==> config.mk <==
export PLATFORM = sky130hd
export DESIGN_NAME = wsf_back
export DESIGN_NICKNAME = d
export VERILOG_FILES = /design/src/design/wsf_pkg.sv /design/src/design/wsf_back.sv
export SDC_FILE = /design/constraint.sdc
export NUM_CORES = 1
export LEC_CHECK = 0
export CORE_ASPECT_RATIO = 0.5
export CORE_MARGIN = 2
export CORE_UTILIZATION = 66
export DETAILED_ROUTE_END_ITERATION = 16
export DONT_BUFFER_PORTS = 1
export PLACE_DENSITY = 0.9
export SLEW_MARGIN = 20
export SYNTH_ARGS = -nofsm -noshare
export SYNTH_HDL_FRONTEND = slang
export SYNTH_SLANG_ARGS = --single-unit
==> constraint.sdc <==
create_clock -name clk_i -period 5.8 [get_ports clk_i]
set_input_delay 0.58 -clock clk_i [delete_from_list [all_inputs] [get_ports clk_i]]
set_output_delay 0.58 -clock clk_i [all_outputs]
set_load 0.005 [all_outputs]
==> src/design/wsf_pkg.sv <==
// Package for the 3x3 window filter: shared types, register codes and constants.
// No dependencies; imported by every module of the block.
package wsf_pkg;

  localparam int PIX_W      = 8;
  localparam int IDX_W      = 18;
  localparam int POS_W      = 12;   // row or column position, up to 4095
  localparam int DIM_W      = 13;   // width or height in use, up to 4096
  localparam int CFG_W      = 10;
  localparam int CFG_IDX_W  = 2;
  localparam int MIN_DIM    = 3;
  localparam int ITEM_DEPTH = 4;    // queue between front and back
  localparam int OUT_DEPTH  = 8;    // result queue, power of two

  localparam logic MODE_BLUR  = 1'b0;
  localparam logic MODE_SOBEL = 1'b1;

  localparam logic              RST_MODE   = MODE_SOBEL;
  localparam logic [PIX_W-1:0]  RST_THRESH = 8'd60;
  localparam logic [CFG_W-1:0]  RST_WIDTH  = 10'd320;
  localparam logic [CFG_W-1:0]  RST_HEIGHT = 10'd240;

  localparam logic [PIX_W-1:0] PIX_MAX = 8'd255;

  // floor(s/9) = (s * 7282) >> 16 for every window sum s <= 9*255
  localparam logic [12:0] DIV9_MUL   = 13'd7282;
  localparam int          DIV9_SHIFT = 16;

  typedef enum logic [CFG_IDX_W-1:0] {
    CFG_MODE   = 2'd0,
    CFG_THRESH = 2'd1,
    CFG_WIDTH  = 2'd2,
    CFG_HEIGHT = 2'd3
  } cfg_reg_e;

  typedef logic [PIX_W-1:0] pix_t;
  typedef pix_t [8:0] win_t;

  typedef struct packed {
    logic             mode;
    pix_t             thresh;
    logic [DIM_W-1:0] width;
    logic [DIM_W-1:0] height;
  } cfg_t;

  typedef struct packed {
    win_t             win;
    logic [POS_W-1:0] col;
    logic [POS_W-1:0] row;
    logic             interior;
    logic             border;
  } item_t;

  typedef struct packed {
    logic [IDX_W-1:0] index;
    pix_t             value;
    logic             last;
  } result_t;

endpackage

==> src/design/wsf_back.sv <==
// Back part: box blur or Sobel arithmetic, result indices and the result queue.
// Turns each window item into zero, one or two result items. Depends on wsf_pkg.
module wsf_back import wsf_pkg::*; (
  input  logic             clk_i,
  input  logic             rst_ni,
  input  cfg_t             cfg_i,
  input  logic             item_valid_i,
  input  item_t            item_i,
  output logic             item_pop_o,
  output logic             empty_o,
  input  logic             pop_i,
  output logic [IDX_W-1:0] pixel_index_o,
  output pix_t             pixel_value_o,
  output logic             run_last_o
);

  localparam int OPW = $clog2(OUT_DEPTH);
  localparam int ONW = $clog2(OUT_DEPTH + 1);
  localparam int RWW = POS_W + DIM_W;
  localparam int KW  = RWW + 1;

  function automatic logic signed [10:0] sext(input pix_t p);
    sext = $signed({3'b000, p});
  endfunction

  logic                 launch;
  logic [ONW:0]         need;
  logic [11:0]          sum;
  logic signed [10:0]   gx, gy;

  logic                 b1_v_q;
  logic [11:0]          b1_sum_q;
  logic signed [10:0]   b1_gx_q, b1_gy_q;
  logic [RWW-1:0]       b1_rw_q;
  logic [POS_W-1:0]     b1_col_q;
  logic                 b1_interior_q, b1_border_q;

  logic [24:0]          div_prod;
  pix_t                 blur, sobel, value;
  logic [10:0]          ax, ay;
  logic [11:0]          mag;
  pix_t                 clip;
  logic [KW-1:0]        k_full, k_int;
  result_t              r_int, r_bord, first;
  logic [1:0]           n_res;

  result_t              out_q [OUT_DEPTH];
  logic [OPW-1:0]       wp_q, rp_q;
  logic [ONW-1:0]       cnt_q;
  logic                 do_pop;

  // Reserve room for two results per item in flight before taking another
  assign need   = ONW'(cnt_q) + (b1_v_q ? (ONW+1)'(2) : '0) + (ONW+1)'(2);
  assign launch = item_valid_i && (need <= (ONW+1)'(OUT_DEPTH));
  assign item_pop_o = launch;

  always_comb begin
    sum = '0;
    for (int i = 0; i < 9; i++) begin
      sum = sum + 12'(item_i.win[i]);
    end
    gx = (sext(item_i.win[2]) - sext(item_i.win[0])) +
         ((sext(item_i.win[5]) - sext(item_i.win[3])) <<< 1) +
         (sext(item_i.win[8]) - sext(item_i.win[6]));
    gy = (sext(item_i.win[6]) - sext(item_i.win[0])) +
         ((sext(item_i.win[7]) - sext(item_i.win[1])) <<< 1) +
         (sext(item_i.win[8]) - sext(item_i.win[2]));
  end

  always_ff @(posedge clk_i or negedge rst_ni) begin
    if (!rst_ni) begin
      b1_v_q <= 1'b0;
    end else begin
      b1_v_q <= launch;
    end
  end

  always_ff @(posedge clk_i) begin
    if (launch) begin
      b1_sum_q      <= sum;
      b1_gx_q       <= gx;
      b1_gy_q       <= gy;
      b1_rw_q       <= item_i.row * cfg_i.width;
      b1_col_q      <= item_i.col;
      b1_interior_q <= item_i.interior;
      b1_border_q   <= item_i.border;
    end
  end

  always_comb begin
    div_prod = b1_sum_q * DIV9_MUL;
    blur     = div_prod[DIV9_SHIFT +: PIX_W];

    ax    = (b1_gx_q < 0) ? 11'(-b1_gx_q) : 11'(b1_gx_q);
    ay    = (b1_gy_q < 0) ? 11'(-b1_gy_q) : 11'(b1_gy_q);
    mag   = 12'(ax) + 12'(ay);
    clip  = (mag > 12'(PIX_MAX)) ? PIX_MAX : mag[PIX_W-1:0];
    sobel = (clip >= cfg_i.thresh) ? clip : '0;
    value = (cfg_i.mode == MODE_BLUR) ? blur : sobel;

    k_full = KW'(b1_rw_q) + KW'(b1_col_q);
    k_int  = k_full - KW'(cfg_i.width) - KW'(1);

    r_int.index  = IDX_W'(k_int);
    r_int.value  = value;
    r_int.last   = !b1_border_q;
    r_bord.index = IDX_W'(k_full);
    r_bord.value = '0;
    r_bord.last  = 1'b1;

    first = b1_interior_q ? r_int : r_bord;
    n_res = b1_v_q ? (2'(b1_interior_q) + 2'(b1_border_q)) : 2'd0;
  end

  assign do_pop  = pop_i && (cnt_q != '0);
  assign empty_o = (cnt_q == '0);

  always_ff @(posedge clk_i or negedge rst_ni) begin
    if (!rst_ni) begin
      wp_q  <= '0;
      rp_q  <= '0;
      cnt_q <= '0;
    end else begin
      wp_q  <= wp_q + OPW'(n_res);
      cnt_q <= cnt_q + ONW'(n_res) - ONW'(do_pop);
      if (do_pop) begin
        rp_q <= rp_q + OPW'(1);
      end
    end
  end

  always_ff @(posedge clk_i) begin
    if (n_res != 2'd0) begin
      out_q[wp_q] <= first;
    end
    if (n_res == 2'd2) begin
      out_q[wp_q + OPW'(1)] <= r_bord;
    end
  end

  assign pixel_index_o = out_q[rp_q].index;
  assign pixel_value_o = out_q[rp_q].value;
  assign run_last_o    = out_q[rp_q].last;

endmodule

==> run metrics, run 1 <==
outcome=finished clean; Top FF cell, synth=edfxtp_1; fraction of layout instances using a drive strength above 1=0.0795; DR vias/cell=6.52; register bit total from synthesis=293; CTS HTree Levels=1; Ys Warns=0; Avg Cell Area, Syn=10.3 um^2; WL per Instance=22.7 um; Crit path top cell by count=fa_1; setup TNS=0 ns; CP peak stage delay=0.51 ns; critical path cell sequence=fa_1 -> ha_1 -> inv_1 -> fa_1 -> fa_1 -> inv_1 -> fa_1 -> ha_1 -> and4_1 -> a41o_1 -> a31oi_1 -> o21ai_0 -> o21a_1 -> or3_1 -> a32oi_2 -> o21ai_0; r2r setup slk=0.27 ns; area delta synth->final=5.85%; min-delay src=item_i[24]; Congestion Overflow GR=0; Post-Synth Adder-Cell Area=0.280; final cell area excluding filler cells=0.0271 mm^2; most frequent cells in the layout=397 x inv_1, 244 x ha_1, 210 x edfxtp_1; Vias=19587; DR pass1 iterations=7; CP endpoint kind=flip-flop; number of distinct library cells after synthesis=77; critical path launch point type=flip-flop; Req. time, crit path=6.25 ns; post-synthesis mux area share=0.0610; largest net degree at the start of global routing=69; fillcell total=2373; initial core utilization=0.678; Synth Area in Compound Gates=0.138; core area=0.0378 mm^2; Synth area leaders=edfxtp_1 25%, fa_1 16%, ha_1 12%, inv_1 5.8%, dfxtp_1 5.6%; DRC=0; initial antenna violation count=4; Final Hold Viols=0; sequential area share after synthesis=0.313; Max Cap Viol=0; Detail Route Antenna Nets=0; Synth Area in Simple Gates=0.0882; Synth area leader=edfxtp_1; EDFF count, synth=210; Post-Synth XOR/XNOR Area=0.0469; crit path max fanout=8; Slew @ Worst Pin=1.11 ns; Hold Crit Class=in -> reg; Tot GR Track Use=0.347; Chip Width=283 um; CP bufs+invs=2; clock root cell=clkbuf_16; Clock Latency Late Sink=0.59 ns; slowest CP cell=fa_1; fin. max-slew vios=0; Clock Pin Slew Worst Setup and Hold Paths=0.07 ns; Net Count, Synth=3075; commonest non-fill, non-tap cell in the layout=inv_1; main combinational cell family by area after synthesis=adder cells; IO Pins=166; Max Buffers Root-to-Sink=3; DR iter-0 viols=2689; NumNets Final=3043; Post-Synthesis Cells=2488; relative slew slack=0.255; TritonCTS clock tree=yes; # clock sinks=293; FF-to-FF Start=b1_sum_q[2]$_DFFE_PP_; crit path from=b1_sum_q[2]$_DFFE_PP_; first-pass GRT wire length=108 mm; asr flop ratio synth=0.0375; Crit Path Class=reg -> reg; chip height=143 um; Synth top area share=0.246; PortBufs=0; vias in the first global route=20244; placed cell areas=0.0261 mm^2; synthesized area=0.0256 mm^2; Die ar.=0.0405 mm^2; Max Fclk=181 MHz; Worst Skew=0.0221 ns; final setup fails=0; row count=50; critical path arrival=5.98 ns; Inserted Clock Buffers=28; RSZ-0062 raised after global routing=false; hpwl dp=50.0 mm; delay-heaviest family, CP=adder cells; Final period util=0.953; GP Congestion=0.931; total wire length=68.2 mm; Tmin final=5.53 ns
## cell type report
type | instances | area (um^2) | share of cell area
Antenna cell | 4 | 10.0 | 0.000369
Clock buffer | 43 | 851 | 0.0314
Clock inverter | 9 | 72.6 | 0.00268
Inverter | 396 | 1490 | 0.0548
Multi-Input combinational cell | 1705 | 15700 | 0.581
Sequential cell | 293 | 8030 | 0.296
Tap cell | 520 | 651 | 0.0240
Timing Repair Buffer | 32 | 255 | 0.00942
## what timing repair did
item | in CTS | in global routing
gates resized for setup | 0 | 2
setup endpoints to repair | 0 | 40
endpoints found under the hold margin | 11 | 0
hold buffers | 1 | 0
buffers inserted | 0 | 0
## synthesized netlist by cell type, types with 28 or more instances
cell type and count:
inv_1 395, ha_1 244, edfxtp_1 210, fa_1 206
nand2_1 195, o21ai_0 132, a21oi_1 130, o22ai_1 112
xnor2_1 98, clkbuf_1 76, nor2_1 75, dfxtp_1 72
and2_1 55, mux4_2 54, nand3_1 45, xor2_1 39
o21bai_1 33, a21o_1 28, mux2_2 28
## per-stage QoR
step	setup WS, ns	utilization	hold slack [ns]	cells
6_report	0.273	0.717	0.0892	3002
5_1_grt	0.0637	0.717	0.0754	3001
4_1_cts	0.230	0.716	0.0731	2997
3_5_place_dp	0.312	0.691	0.285	2944
3_3_place_gp	0.474	0.691	0.285	2944
2_1_floorplan	0.693	-	0.284	2488
## flip-flops by register name, indices dropped and copies added (netlist names), 4 cells and up
| register | count |
|---|---|
| out_q | 216 |
| b1_rw_q | 18 |
| b1_col_q | 12 |
| b1_sum_q | 12 |
| b1_gx_q | 11 |
| b1_gy_q | 11 |
| cnt_q | 4 |
## metal layers
layer,share of wire,global-route usage,vias to the layer above
li1,-,-,8532
met1,0.35,0.433,9324
met2,0.47,0.577,1414
met3,0.12,0.0802,317
met4,0.055,0.165,0
met5,0,0,-
## cell families (layout without fill, tap and decap cells)
logic type | after synthesis | after routing
other cells | 0 | 4
fa+ha+maj | 450 | 450
mux | 85 | 85
simple gates | 475 | 475
xor+xnor | 137 | 137
compound gates | 558 | 558
buf+inv | 490 | 480
flops | 293 | 293
## final timing paths
| check | to | depth (start not counted) |
|---|---|---|
| max in group asynchronous | rp_q[0]$_DFFE_PN0P_ | 1 |
| worst min-delay path | b1_col_q[10]$_DFFE_PP_ | 0 |
| min in group asynchronous | cnt_q[0]$_DFF_PN0_ | 1 |
| worst max register to register | out_q[0][6]$_SDFFE_PP0P_ | 16 |
| worst min register to register | out_q[1][1]$_SDFFE_PP0P_ | 2 |
| worst max-delay path | out_q[0][6]$_SDFFE_PP0P_ | 16 |
Power of run 1 is not shown: default switching activity piles up to over one toggle a cycle in this logic, so the estimate is an artifact.
==> inputs of run 2 (changes only) <==
--- a/config.mk
+++ b/config.mk
@@ -7,10 +7,10 @@
 export LEC_CHECK = 0
 export CORE_ASPECT_RATIO = 0.5
 export CORE_MARGIN = 2
-export CORE_UTILIZATION = 66
+export CORE_UTILIZATION = 60
 export DETAILED_ROUTE_END_ITERATION = 16
 export DONT_BUFFER_PORTS = 1
-export PLACE_DENSITY = 0.9
+export PLACE_DENSITY = 0.87
 export SLEW_MARGIN = 20
 export SYNTH_ARGS = -nofsm -noshare
 export SYNTH_HDL_FRONTEND = slang
==> constraint.sdc (replaced) <==
create_clock -name clk_i -period 5 [get_ports clk_i]
set_input_delay 0.5 -clock clk_i [delete_from_list [all_inputs] [get_ports clk_i]]
set_output_delay 0.5 -clock clk_i [all_outputs]
set_load 0.005 [all_outputs]
==> run metrics, run 2 (synthesized netlist as in run 1, its figures left out) <==
antenna cells=0 (-4); IO Pins=166 (unchanged); final worst setup slack=-0.248 ns (-0.521 ns); area delta synth->final=9.86%; clock root cell=clkbuf_16; core area=0.0420 mm^2 (+11%); Regs by FF count=out_q x216, b1_rw_q x18; hpwl dp=49.1 mm (-1.8%); Tot GR Track Use=0.311 (-0.0358); DRC=0 (unchanged); # clock sinks=293 (unchanged); GP Congestion=0.945 (+1.6%); r2r setup slk=-0.25 ns (-0.52 ns); Req. time, crit path=5.52 ns (-0.73 ns); crit path from=b1_sum_q[3]$_DFFE_PP_; total wire length=71.5 mm (+4.9%); R2R depth=18 (+2); max reg flops=216 (unchanged); TritonCTS clock tree=yes; PortBufs=0 (unchanged); hold depth=0 (unchanged); RSZ-0062 raised after global routing=true; Vias=20160 (+2.9%); most frequent cells in the layout=390 x inv_1, 233 x ha_1, 210 x edfxtp_1; Clock Pin Slew Worst Setup and Hold Paths=0.07 ns (about the same); Die ar.=0.0444 mm^2 (+9.8%); vias in the first global route=20382 (+0.68%); Clock Latency Late Sink=0.59 ns (about the same); relative slew slack=0.274 (+0.0191); Hold Crit Class=in -> reg; Slew @ Worst Pin=1.09 ns (-0.0282 ns); fin. max-slew vios=0 (unchanged); Crit Path Class=reg -> reg; Congestion Overflow GR=0 (unchanged); row count=53 (+6.0%); DR iter-0 viols=2292 (-15%); violated checks=negative setup slack; min-delay src=item_i[24]; Final Hold Viols=0 (unchanged); chip height=150 um (+4.7%); Hold EP=b1_col_q[10]$_DFFE_PP_; initial core utilization=0.609 (-0.0686); Max Fclk=191 MHz (+5.3%); final setup fails=56 (+56); CP endpoint kind=flip-flop; CTS HTree Levels=1 (unchanged); Final period util=1.05 (+0.0967); Tmin final=5.25 ns (-0.279 ns); outcome=finished, violations left; critical path launch point type=flip-flop; critical path arrival=5.77 ns (-0.21 ns); commonest non-fill, non-tap cell in the layout=inv_1; initial antenna violation count=1 (-3); Inserted Clock Buffers=29 (+3.6%); fraction of layout instances using a drive strength above 1=0.122 (+0.0430); Worst Skew=0.0134 ns (-0.00864 ns); NumNets Final=3112 (+2.3%); Chip Width=296 um (+4.8%); first-pass GRT wire length=107 mm (-0.68%); DR vias/cell=6.45 (-1.1%); reg2reg end=out_q[5][8]$_SDFFE_PP0P_; Max Cap Viol=0 (unchanged); Largest Register=out_q; Detail Route Antenna Nets=0 (unchanged); crit path max fanout=8 (unchanged); DR pass1 iterations=6 (-1); Max Buffers Root-to-Sink=3 (unchanged); WL per Instance=22.9 um (+0.82%); Hold WS=0.0120 ns (-0.0772 ns); FF-to-FF Start=b1_sum_q[3]$_DFFE_PP_; largest net degree at the start of global routing=57 (-17%)
-- run 2: per-stage QoR --
step	util	setup TNS [ns]	instance area [um^2]	std cells	worst slack [ns]
floorplan	-	0	25600	2488	0.0591
global placement	0.633	-2.74	26600	3053	-0.116
detailed placement	0.633	-10.18	26600	3053	-0.315
CTS	0.662	-0.0283	27800	3114	-0.0157
global route	0.669	-15.26	28100	3124	-0.393
finish	0.669	-6.44	28100	3124	-0.248
-- run 2: how the worst max path moves through the flow --
stage                                    end  slack [ns]  cells past startpoint
CTS                 out_q[5][8]$_SDFFE_PP0P_       -0.02                     18
detailed placement  out_q[0][4]$_SDFFE_PP0P_       -0.31                     18
finish              out_q[5][8]$_SDFFE_PP0P_       -0.25                     18
global placement    out_q[4][4]$_SDFFE_PP0P_       -0.12                     17
global route        out_q[5][8]$_SDFFE_PP0P_       -0.39                     19
floorplan           out_q[3][6]$_SDFFE_PP0P_        0.06                     16
-- run 2: cell type report --
cell class,instances,area (um^2)
multi-input cells,1705,16100
fillers,2851,13900
flip-flops and latches,293,8030
inverters,396,1490
clock buffers,39,806
repair buffers,100,792
well taps,577,722
clock inverters,14,164
-- run 2: metal layers --
metal	track usage	wire length, um
met5	0	13
met2	0.532	34000
met1	0.372	24500
met4	0.158	4460
met3	0.0708	8520
-- run 2: critical path: stages (launching register included) --
cell and delay, ns:
edfxtp_1 0.45, fa_1 0.57, ha_4 0.32, inv_2 0.04, fa_1 0.50, fa_1 0.55
inv_2 0.06, fa_2 0.49, ha_4 0.29, and4_1 0.21, and3_4 0.21, a31oi_4 0.11
buf_6 0.15, o211ai_1 0.30, nand2_1 0.16, o2bb2a_4 0.23, o311ai_4 0.22, buf_6 0.18
a22o_1 0.14
-- run 2: repair_timing --
action | CTS | global route
cloned | 0 | 0
pin swaps | 35 | 38
endpoints found under the hold margin | 11 | 0
gates resized for setup | 33 | 74
buffers inserted | 7 | 11
endpoints found under the setup margin | 64 | 66
hold buffers | 1 | 0
Power of run 2 is left out for the same reason.
