### config.mk
export PLATFORM = sky130hd
export DESIGN_NAME = wsf_queue
export DESIGN_NICKNAME = d
export VERILOG_FILES = /design/src/design/wsf_pkg.sv /design/src/design/wsf_queue.sv
export SDC_FILE = /design/constraint.sdc
export NUM_CORES = 1
export LEC_CHECK = 0
export ABC_AREA = 1
export ABC_CLOCK_PERIOD_IN_PS = 5100
export BUFFER_PORTS_ARGS = -buffer_cell sky130_fd_sc_hd__buf_2
export CORE_ASPECT_RATIO = 0.75
export CORE_MARGIN = 1
export CORE_UTILIZATION = 56
export CTS_CLUSTER_DIAMETER = 200
export CTS_CLUSTER_SIZE = 14
export DETAILED_ROUTE_END_ITERATION = 10
export PLACE_DENSITY = 0.77
export RECOVER_POWER = 25
export SYNTH_ARGS = -nofsm -noshare
export SYNTH_HDL_FRONTEND = slang
export SYNTH_SLANG_ARGS = --single-unit
### constraint.sdc
create_clock -name clk_i -period 5.1 [get_ports clk_i]
set_input_delay 1.02 -clock clk_i [delete_from_list [all_inputs] [get_ports clk_i]]
set_output_delay 1.02 -clock clk_i [all_outputs]
set_load 0.05 [all_outputs]
### src/design/wsf_pkg.sv
// Package for the 3x3 window filter: shared types, register codes and constants.
// No dependencies; imported by every module of the block.
package wsf_pkg;

  localparam int PIX_W      = 8;
  localparam int IDX_W      = 18;
  localparam int POS_W      = 12;   // row or column position, up to 4095
  localparam int DIM_W      = 13;   // width or height in use, up to 4096
  localparam int CFG_W      = 10;
  localparam int CFG_IDX_W  = 2;
  localparam int MIN_DIM    = 3;
  localparam int ITEM_DEPTH = 4;    // queue between front and back
  localparam int OUT_DEPTH  = 8;    // result queue, power of two

  localparam logic MODE_BLUR  = 1'b0;
  localparam logic MODE_SOBEL = 1'b1;

  localparam logic              RST_MODE   = MODE_SOBEL;
  localparam logic [PIX_W-1:0]  RST_THRESH = 8'd60;
  localparam logic [CFG_W-1:0]  RST_WIDTH  = 10'd320;
  localparam logic [CFG_W-1:0]  RST_HEIGHT = 10'd240;

  localparam logic [PIX_W-1:0] PIX_MAX = 8'd255;

  // floor(s/9) = (s * 7282) >> 16 for every window sum s <= 9*255
  localparam logic [12:0] DIV9_MUL   = 13'd7282;
  localparam int          DIV9_SHIFT = 16;

  typedef enum logic [CFG_IDX_W-1:0] {
    CFG_MODE   = 2'd0,
    CFG_THRESH = 2'd1,
    CFG_WIDTH  = 2'd2,
    CFG_HEIGHT = 2'd3
  } cfg_reg_e;

  typedef logic [PIX_W-1:0] pix_t;
  typedef pix_t [8:0] win_t;

  typedef struct packed {
    logic             mode;
    pix_t             thresh;
    logic [DIM_W-1:0] width;
    logic [DIM_W-1:0] height;
  } cfg_t;

  typedef struct packed {
    win_t             win;
    logic [POS_W-1:0] col;
    logic [POS_W-1:0] row;
    logic             interior;
    logic             border;
  } item_t;

  typedef struct packed {
    logic [IDX_W-1:0] index;
    pix_t             value;
    logic             last;
  } result_t;

endpackage

### src/design/wsf_queue.sv
// Small first-in first-out queue of classified window items.
// Sits between the front and back parts. Depends on wsf_pkg.
module wsf_queue import wsf_pkg::*; #(
  parameter type T     = item_t,
  parameter int  DEPTH = 4
) (
  input  logic                       clk_i,
  input  logic                       rst_ni,
  input  logic                       push_i,
  input  T                           data_i,
  input  logic                       pop_i,
  output T                           data_o,
  output logic                       valid_o,
  output logic [$clog2(DEPTH+1)-1:0] count_o
);

  localparam int PW = (DEPTH > 1) ? $clog2(DEPTH) : 1;
  localparam int NW = $clog2(DEPTH+1);

  T              mem_q [DEPTH];
  logic [PW-1:0] wp_q, rp_q;
  logic [NW-1:0] cnt_q;
  logic          do_pop;

  assign do_pop  = pop_i && (cnt_q != '0);
  assign valid_o = (cnt_q != '0);
  assign data_o  = mem_q[rp_q];
  assign count_o = cnt_q;

  always_ff @(posedge clk_i or negedge rst_ni) begin
    if (!rst_ni) begin
      wp_q  <= '0;
      rp_q  <= '0;
      cnt_q <= '0;
    end else begin
      if (push_i) begin
        wp_q <= (wp_q == PW'(DEPTH - 1)) ? '0 : wp_q + PW'(1);
      end
      if (do_pop) begin
        rp_q <= (rp_q == PW'(DEPTH - 1)) ? '0 : rp_q + PW'(1);
      end
      cnt_q <= cnt_q + NW'(push_i) - NW'(do_pop);
    end
  end

  always_ff @(posedge clk_i) begin
    if (push_i) begin
      mem_q[wp_q] <= data_i;
    end
  end

endmodule

==> results of run 1 <==
[placed cells by master (no fill, tap or decap)]
master,count
edfxtp_1,392
nand2_1,309
inv_1,204
o211ai_1,191
buf_2,140
clkbuf_1,68
clkbuf_16,37
ha_1,7
buf_4,7
buf_12,6
inv_4,5
o211ai_2,5
dfrtp_1,5
nor2_1,3
diode_2,2
nand3_1,2
o21ai_0,2
dfrtp_4,2
xor2_1,1
xnor2_1,1
fa_1,1
inv_6,1
[Yosys cell counts, types with 2 or more instances]
master    number  area share
nand3_1        2     0.00062
buf_6         42       0.029
inv_1        208       0.048
o211ai_2       5      0.0039
ha_1           7      0.0054
buf_4          5      0.0023
dfrtp_1        7       0.011
nor2_1         3     0.00070
nand2_1      309       0.072
o21ai_0        2     0.00062
buf_2         17      0.0053
o211ai_1     191       0.089
edfxtp_1     392        0.73
[critical path, delay by kind of cell, from the launching register on]
kind | cells | cell delay [ns]
flip-flops | 1 | 0.42
buffers and inverters | 3 | 1.41
AND/OR/NAND/NOR | 1 | 0.11
AO/OA/AOI/OAI | 1 | 0.22
[registers in the layout, indices dropped and copies added (netlist names)]
register	count
mem_q	392
count_o	3
rp_q	2
wp_q	2
[worst paths after layout]
path / to / cells past startpoint / startpoint / slack (ns)
min: rp_q[1] / 1 / rst_ni / 0.39
max in group asynchronous: rp_q[0] / 1 / rst_ni / 4.40
max reg2reg: mem_q[0][49] / 5 / wp_q[0] / 2.89
min in group clk_i: wp_q[0] / 3 / wp_q[0] / 0.61
max: data_o[45] / 5 / rp_q[1] / 1.34
min reg2reg: wp_q[0] / 3 / wp_q[0] / 0.61
[routing by layer]
metal | vias up | GRT usage | part of all wire
met3 | 43 | 0.0617 | 0.075
li1 | 4512 | - | -
met4 | 6 | 0.0531 | 0.014
met2 | 224 | 0.356 | 0.48
met1 | 4365 | 0.278 | 0.43
met5 | - | 0 | 0.0014
[layout make-up]
| class | instances | share of cell area |
|---|---|---|
| multi-input cells | 522 | 0.155 |
| flip-flops and latches | 399 | 0.660 |
| inverters | 209 | 0.0440 |
| well taps | 385 | 0.0266 |
| clock inverters | 1 | 0.000484 |
| repair buffers | 216 | 0.0613 |
| clock buffers | 42 | 0.0522 |
| diodes | 2 | 0.000276 |
[report_power, final]
part           total [mW]  internal (mW)  leakage [nW]  switching, mW
registers            4.40           4.21          3.68          0.197
clock network        2.35           1.29         0.466           1.06
logic                5.00           1.10          2.90           3.90
total                11.8           6.60          7.04           5.15
[metrics by stage]
stage                     total power, mW  cells  setup WS (ns)
final                                11.8   1776           1.34
after global routing                 12.4   1774           1.19
after CTS                            11.9   1774           1.30
after detailed placement             9.53   1731           1.85
after global placement               9.44   1731           1.88
after floorplan                      8.60   1195           1.69
[cells by family (layout without fill, tap and decap cells)]
logic type               Yosys count  after routing  synth area share
AO/OA/AOI/OAI                    198            198            0.0933
XOR/XNOR                           2              2           0.00109
adder cells (fa/ha/maj)            8              8           0.00666
buffers and inverters            274            468            0.0859
flip-flops                       399            399             0.740
other                              0              2                 0
AND/OR/NAND/NOR                  314            314            0.0732
==> summary.md, run 1 <==
| Metric | Value |
|---|---|
| Die area | 0.0295 sq mm |
| Crit-path max FO | 51 |
| Seq/Total Area, Yosys | 0.740 |
| Tcrit/Tclk final | 0.737 |
| Setup_tns | 0 ns |
| Ys Warns | 0 |
| Avg Vias per Cell | 5.15 |
| Grt total ovfl | 0 |
| Worst Tran Pin Value | 0.954 ns |
| Quantity of gates resized following cts | 0 |
| Post-placement cell area | 0.0172 sq mm |
| Number of nets in the layout | 1,492 |
| Largest net degree at the start of global routing | 97 |
| Crit start category | register |
| Site row count | 53 |
| CTS Root Cell | clkbuf_16 |
| Clk slew on worst S/H paths | 0.07 ns |
| Arrival time of the worst setup path | 2.74 ns |
| LEAKAGE | 7.04 nW |
| Post-DP HPWL | 18.1 mm |
| Reg area | 0.0120 sq mm |
| Post-synthesis instance total | 1,195 |
| Core ar. | 0.0282 sq mm |
| Total GRT Usage | 0.214 |
| Via count | 9,150 |
| Worst hold path type | input port to async pin |
| Cell area after layout | 0.0181 sq mm |
| Hold buffers post-CTS | 0 |
| Most Frequent Cell on Critical Path | buf_4 |
| Clock buffer depth | 3 |
| Core Util, Final | 0.643 |
| Syn avg cell area | 13.5 sq um |
| Number of synthesized flops with an enable pin | 392 |
| Number of global-route vias before repair | 9,101 |
| Number of I/O pins | 204 |
| Critical Path Max Stage Delay | 0.63 ns |
| Final ANT Viol Nets | 0 |
| Async SR Flop Fraction | 0.0175 |
| Die width | 198 microns |
| Post-Syn Area | 0.0161 sq mm |
| Clock skew | 0.0157 ns |
| Syn_nets | 1,305 |
| Crit Path Class | register to output port |
| CTS tree | done |
| Max Freq | 0.266 GHz |
| Final count of pins violating max slew | 0 |
| Multi-input logic area | 0.00281 sq mm |
| Gpl congestion | 0.747 |
| Initial Util | 0.573 |
| First-pass GRT wire length | 48.0 mm |
| Critical Path RT | 4.08 ns |
| Tmin final | 3.76 ns |
| # port buffers | 203 |
| Post-CTS Setup Bufs | 0 |
| Num CTS Buffers | 34 |
| H-tree levels | 2 |
| Outcome | completed |
| Slew Limit Headroom | 0.364 |
| Kind of end point of the critical path | output port |
| Final hold vios | 0 |
| Main flop type after synthesis | edfxtp_1 |
| CTS Sinks | 399 |
| DIE HEIGHT | 149 microns |
| Cells along the critical path | buf_4 > buf_4 > o211ai_1 > nand2_1 > buf_2 |
| Synth Register Bits | 399 |
| RSZ-0062 raised after global routing | no |
| Max rail drop VDD | 0.492 mV |
| Power density cells | 649 mW/mm^2 |
| DR DRC count | 0 |
| Total of fill cells in the finished design | 2,048 |
| Routed WL per cell | 17.4 microns |
| Final count of negative-setup-slack endpoints | 0 |
| WHS | 0.393 ns |
| DRT iter0 DRCs | 555 |
| Clk_lat worst skew | 0.52 ns |
| Max Cap Viol | 0 |
| Drt total wl | 30.8 mm |
| Layout cell share with drive strength beyond 1 | 0.146 |
| Post-synth cell types | 18 |
| Worst path slowest cell | buf_4 |
| Initial antenna violation count | 5 |
| Area growth, synth to finish | 12.2% |
| First drt pass iteration count | 4 |
Power figures use the tool's default switching activity.
==> run 2: changes to the inputs <==
--- a/config.mk
+++ b/config.mk
@@ -6,7 +6,7 @@
 export NUM_CORES = 1
 export LEC_CHECK = 0
 export ABC_AREA = 1
-export ABC_CLOCK_PERIOD_IN_PS = 5100
+export ABC_CLOCK_PERIOD_IN_PS = 3800
 export BUFFER_PORTS_ARGS = -buffer_cell sky130_fd_sc_hd__buf_2
 export CORE_ASPECT_RATIO = 0.75
 export CORE_MARGIN = 1
==> constraint.sdc (replaced) <==
create_clock -name clk_i -period 3.8 [get_ports clk_i]
set_input_delay 0.76 -clock clk_i [delete_from_list [all_inputs] [get_ports clk_i]]
set_output_delay 0.76 -clock clk_i [all_outputs]
set_load 0.05 [all_outputs]
==> run 2 against run 1 <==
Die area unchanged. Non-clock buffer count rose by 8. Flip-flop and latch count unchanged. Power up 35%. Clock skew fell by 0.00082 ns. Critical path type unchanged. Final cell count is 0.51% higher. Clock power increased by 34%. Sequential share of layout area is 0.35 points lower. Utilization rose by 0.35 points. Largest cell class unchanged. Wire length rose by 0.57%.
==> summary.md, run 2 (same netlist as run 1, synthesis figures left out) <==
| Metric | Value |
|---|---|
| Final count of pins violating max slew | 0 (unchanged) |
| Slew Limit Headroom | 0.569 (was 0.364) |
| Reg area | 0.0120 sq mm (unchanged) |
| Final hold vios | 0 (unchanged) |
| Routed WL per cell | 17.4 microns (about the same) |
| Worst Tran Pin Value | 0.646 ns (was 0.954 ns) |
| First-pass GRT wire length | 47.5 mm (was 48.0 mm) |
| DR DRC count | 0 (unchanged) |
| DIE HEIGHT | 149 microns (unchanged) |
| GRT busiest layer | met2 (unchanged) |
| Multi-input logic area | 0.00281 sq mm (unchanged) |
| Core Util, Final | 0.646 (was 0.643) |
| Clk slew on worst S/H paths | 0.06 ns (was 0.07 ns) |
| Tcrit/Tclk final | 0.872 |
| Core ar. | 0.0282 sq mm (unchanged) |
| Max rail drop VDD | 0.555 mV (was 0.492 mV) |
| Largest reg by FF count | mem_q (unchanged) |
| Drt total wl | 31.0 mm (was 30.8 mm) |
| Tmin final | 3.31 ns |
| Area growth, synth to finish | 12.8% (was 12.2%) |
| GR met3 Demand/Resource | 0.0513 (was 0.0617) |
| Die area | 0.0295 sq mm (unchanged) |
| Kind of end point of the critical path | output port (unchanged) |
| Number of global-route vias before repair | 8,975 (was 9,101) |
| Max reg flops | 392 (unchanged) |
| Die width | 198 microns (unchanged) |
| Grt total ovfl | 0 (unchanged) |
| Power Total | 15.9 mW (was 11.8 mW) |
| Crit start category | register (unchanged) |
| Crit Path Class | register to output port (unchanged) |
| Max Freq | 0.302 GHz |
| Commonest non-fill, non-tap cell in the layout | edfxtp_1 (unchanged) |
| Layout cell share with drive strength beyond 1 | 0.150 (was 0.146) |
| Final ANT Viol Nets | 0 (unchanged) |
| DRT iter0 DRCs | 648 (was 555) |
| LEAKAGE | 7.09 nW (was 7.04 nW) |
| # port buffers | 203 (unchanged) |
| Largest net degree at the start of global routing | 99 (was 97) |
| Hold buffers post-CTS | 0 (unchanged) |
| Initial antenna violation count | 4 (was 5) |
| Final count of negative-setup-slack endpoints | 0 (unchanged) |
| CTS Root Cell | clkbuf_16 (unchanged) |
| Number of I/O pins | 204 (unchanged) |
| Setup_tns | 0 ns (unchanged) |
| Global Route met2 Usage | 0.339 (was 0.356) |
| Worst slack, placed | 1.02 ns (was 1.85 ns) |
| Post-DP HPWL | 18.2 mm (was 18.1 mm) |
| Initial Util | 0.573 (unchanged) |
| RSZ-0062 raised after global routing | no (unchanged) |
| CTS tree | done (unchanged) |
| Clock buffer depth | 3 (unchanged) |
| Arrival time of the worst setup path | 2.55 ns (was 2.74 ns) |
| Max Cap Viol | 0 (unchanged) |
| Post-CTS Setup Bufs | 0 (unchanged) |
| Clk_lat worst skew | 0.51 ns (was 0.52 ns) |
| CTS Sinks | 399 (unchanged) |
| Quantity of gates resized following cts | 0 (unchanged) |
| Via count | 9,262 (was 9,150) |
| Total GRT Usage | 0.211 (was 0.214) |
| Clock skew | 0.0149 ns (was 0.0157 ns) |
| Num CTS Buffers | 34 (unchanged) |
| First drt pass iteration count | 4 (unchanged) |
| Outcome | completed (unchanged) |
| Number of nets in the layout | 1,500 (was 1,492) |
| Site row count | 53 (unchanged) |
| Critical Path RT | 3.04 ns (was 4.08 ns) |
| WHS | 0.135 ns (was 0.393 ns) |
| Worst hold path type | input port to async pin (unchanged) |
| Most frequent cells in the layout | edfxtp_1, nand2_1, inv_1 (unchanged) |
| Total of fill cells in the finished design | 2,007 (was 2,048) |
| Gpl congestion | 0.748 (was 0.747) |
| Met1 GRT Util | 0.289 (was 0.278) |
| H-tree levels | 2 (unchanged) |
| Slack of the critical path | 0.487 ns (was 1.34 ns) |
| Crit-path max FO | 47 (was 51) |
| Power density cells | 872 mW/mm^2 (was 649 mW/mm^2) |
| Avg Vias per Cell | 5.19 (was 5.15) |
-- run 2: cell types whose count changed in the layout (fill, tap and decap cells not counted), sizes merged --
cell	before	now
diode	2	3
clkbuf	105	107
buf	153	159
-- run 2: final timing paths --
check	start	endpoint	slack, ns	cells after the start
worst max-delay path	rp_q[1]	data_o[94]	0.49	5
worst min-delay path	rst_ni	rp_q[1]	0.13	1
worst max register to register	count_o[1]	count_o[2]	1.82	11
max in group asynchronous	rst_ni	rp_q[0]	3.36	1
worst min register to register	wp_q[0]	wp_q[0]	0.61	3
min in group clk_i	data_i[91]	mem_q[3][91]	0.47	1
-- run 2: final cells by class --
cell class,count,area share
sequential,399,0.656
multi-input combinational,522,0.154
timing repair buffer,224,0.0662
clock buffer,42,0.0519
inverter,209,0.0438
tap,385,0.0265
clock inverter,1,0.000481
antenna,3,0.000412
-- run 2: where the power goes --
group          switching [mW]  internal, mW
Clock                    1.41          1.74
Sequential              0.346          5.64
Combinational            5.20          1.55
Total                    6.95          8.93
-- run 2: worst max-delay path: stages (launching register included) --
cell and delay (ns):
dfrtp_4 0.71, inv_4 0.14, buf_4 0.51, o211ai_1 0.22, nand2_1 0.12, buf_2 0.27
-- run 2: metal layers --
layer	part of all wire	vias up
li1	-	4526
met1	0.44	4406
met2	0.47	284
met3	0.074	44
met4	0.017	2
met5	0.00055	-
-- run 2: through the flow --
| stage | std cells | cell area [sq um] |
|---|---|---|
| after CTS | 1782 | 18300 |
| after global routing | 1782 | 18200 |
| final | 1785 | 18200 |
| after detailed placement | 1739 | 17300 |
| after floorplan | 1195 | 16100 |
| after global placement | 1739 | 17300 |
==> run 3: changes to the inputs <==
--- a/config.mk
+++ b/config.mk
@@ -7,14 +7,14 @@
 export LEC_CHECK = 0
 export ABC_AREA = 1
 export ABC_CLOCK_PERIOD_IN_PS = 3800
-export BUFFER_PORTS_ARGS = -buffer_cell sky130_fd_sc_hd__buf_2
 export CORE_ASPECT_RATIO = 0.75
 export CORE_MARGIN = 1
 export CORE_UTILIZATION = 56
 export CTS_CLUSTER_DIAMETER = 200
 export CTS_CLUSTER_SIZE = 14
 export DETAILED_ROUTE_END_ITERATION = 10
-export PLACE_DENSITY = 0.77
+export DONT_BUFFER_PORTS = 1
+export PLACE_DENSITY = 0.81
 export RECOVER_POWER = 25
 export SYNTH_ARGS = -nofsm -noshare
 export SYNTH_HDL_FRONTEND = slang
==> run 3 against run 2 <==
Setup slack better by 0.058 ns. Register-to-register slack worse by 0.48 ns. Hold slack better by 0.20 ns. Combinational power is 12% lower. Global-route usage is 0.97 points lower. Utilization is 3.4 points lower. Critical path depth is 1 lower.
==> summary.md, run 3 (same netlist as run 1, synthesis figures left out) <==
| Metric | Value |
|---|---|
| RSZ-0062 raised after global routing | no (unchanged) |
| Drt total wl | 29.7 mm (was 31.0 mm) |
| Final count of negative-setup-slack endpoints | 0 (unchanged) |
| H-tree levels | 2 (unchanged) |
| Clk_lat worst skew | 0.51 ns (about the same) |
| Max Cap Viol | 0 (unchanged) |
| Worst hold path type | input port to register (was input port to async pin) |
| # diodes | 0 (was 3) |
| Most frequent cells in the layout | edfxtp_1, nand2_1, inv_1 (unchanged) |
| Max Freq | 0.307 GHz (was 0.302 GHz) |
| WHS | 0.333 ns (was 0.135 ns) |
| Hold buffers post-CTS | 1 (was 0) |
| First drt pass iteration count | 5 (was 4) |
| Tcrit/Tclk final | 0.857 (was 0.872) |
| Initial antenna violation count | 0 (was 4) |
| Layout cell share with drive strength beyond 1 | 0.0570 (was 0.150) |
| Commonest non-fill, non-tap cell in the layout | edfxtp_1 (unchanged) |
| Max reg flops | 392 (unchanged) |
| Initial Util | 0.573 (unchanged) |
| Crit Path Class | register to output port (unchanged) |
| Total GRT Usage | 0.201 (was 0.211) |
| LEAKAGE | 6.45 nW (was 7.09 nW) |
| Kind of end point of the critical path | output port (unchanged) |
| Site row count | 53 (unchanged) |
| Clock buffer depth | 3 (unchanged) |
| Gpl congestion | 0.718 (was 0.748) |
| CTS Sinks | 399 (unchanged) |
| Setup_tns | 0 ns (unchanged) |
| Number of global-route vias before repair | 8,432 (was 8,975) |
| Die width | 198 microns (unchanged) |
| Outcome | completed (unchanged) |
| Post-DP HPWL | 17.9 mm (was 18.2 mm) |
| Clk slew on worst S/H paths | 0.07 ns (was 0.06 ns) |
| Core Util, Final | 0.612 (was 0.646) |
| # port buffers | 0 (was 203) |
| Slack of the critical path | 0.545 ns (was 0.487 ns) |
| First-pass GRT wire length | 45.0 mm (was 47.5 mm) |
| CTS tree | done (unchanged) |
| DR DRC count | 0 (unchanged) |
| Max rail drop VDD | 0.529 mV (was 0.555 mV) |
| Routed WL per cell | 18.8 microns (was 17.4 microns) |
| Arrival time of the worst setup path | 2.49 ns (was 2.55 ns) |
| Die area | 0.0295 sq mm (unchanged) |
| Final ANT Viol Nets | 0 (unchanged) |
| Cell area after layout | 0.0172 sq mm (was 0.0182 sq mm) |
| Tmin final | 3.25 ns (was 3.31 ns) |
| Critical Path RT | 3.04 ns (about the same) |
| Post-placement cell area | 0.0163 sq mm (was 0.0173 sq mm) |
| Via count | 8,495 (was 9,262) |
| Power density cells | 876 mW/mm^2 (was 872 mW/mm^2) |
| Largest reg by FF count | mem_q (unchanged) |
| Quantity of gates resized following cts | 0 (unchanged) |
| Number of I/O pins | 204 (unchanged) |
| Worst Tran Pin Value | 0.683 ns (was 0.646 ns) |
| Grt total ovfl | 0 (unchanged) |
| Area growth, synth to finish | 6.80% (was 12.8%) |
| DIE HEIGHT | 149 microns (unchanged) |
| Final count of pins violating max slew | 0 (unchanged) |
| Num CTS Buffers | 34 (unchanged) |
| Post-CTS Setup Bufs | 0 (unchanged) |
| Crit start category | register (unchanged) |
| Core ar. | 0.0282 sq mm (unchanged) |
| CTS Root Cell | clkbuf_16 (unchanged) |
| Final hold vios | 0 (unchanged) |
| Total of fill cells in the finished design | 2,040 (was 2,007) |
| Clock skew | 0.0168 ns (was 0.0149 ns) |
| Largest net degree at the start of global routing | 86 (was 99) |
| Crit-path max FO | 31 (was 47) |
| Avg Vias per Cell | 5.39 (was 5.19) |
| Worst slack, placed | 1.10 ns (was 1.02 ns) |
| Slew Limit Headroom | 0.545 (was 0.569) |
| DRT iter0 DRCs | 507 (was 648) |
| Number of nets in the layout | 1,295 (was 1,500) |
[run 3: changes by cell type in the layout (fill, tap and decap cells not counted), sizes merged]
cell,previous run,this run
buf,159,18
clkbuf,107,42
diode,3,0
dlygate4sd3,0,1
[run 3: path summary, 6_finish.rpt]
kind	start	end	slack, ns	cells after the start
setup / recovery	rp_q[1]	data_o[64]	0.55	4
hold / removal	data_i[91]	mem_q[1][91]	0.33	0
setup reg to reg	count_o[1]	count_o[1]	1.34	11
hold reg to reg	wp_q[0]	wp_q[0]	0.61	3
max in group asynchronous	rst_ni	rp_q[1]	2.92	1
min in group asynchronous	rst_ni	rp_q[0]	0.58	1
[run 3: final cells by class]
| class | count | area, sq um | area share |
|---|---|---|---|
| clock buffer | 42 | 945 | 0.0548 |
| timing repair buffer | 19 | 245 | 0.0142 |
| clock inverter | 1 | 8.76 | 0.000508 |
| multi-input combinational | 522 | 2810 | 0.163 |
| inverter | 209 | 797 | 0.0462 |
| tap | 385 | 482 | 0.0279 |
| sequential | 399 | 12000 | 0.693 |
[run 3: per-layer routing]
layer	track usage	vias to the layer above	wire (microns)
li1	-	4108	-
met3	0.0748	40	2830
met4	0.0523	0	429
met2	0.340	236	14500
met5	0	-	0
met1	0.243	4111	11900
[run 3: power breakdown]
part | leakage, nW | total [mW] | internal (mW) | switching (mW)
Combinational | 2.30 | 5.94 | 0.995 | 4.94
Clock | 0.466 | 3.14 | 1.74 | 1.40
Sequential | 3.68 | 6.03 | 5.64 | 0.382
Total | 6.45 | 15.1 | 8.38 | 6.73
[run 3: metrics by stage]
stage | std cells | total power, mW
2_1_floorplan | 1195 | 11.5
3_3_place_gp | 1533 | 12.0
3_5_place_dp | 1533 | 12.1
4_1_cts | 1577 | 15.2
5_1_grt | 1577 | 15.8
6_report | 1577 | 15.1
[run 3: worst max-delay path, stage by stage, from the launching register on]
cell and delay, ns:
dfrtp_4 0.64, inv_4 0.40, buf_4 0.37, o211ai_1 0.16
nand2_1 0.39
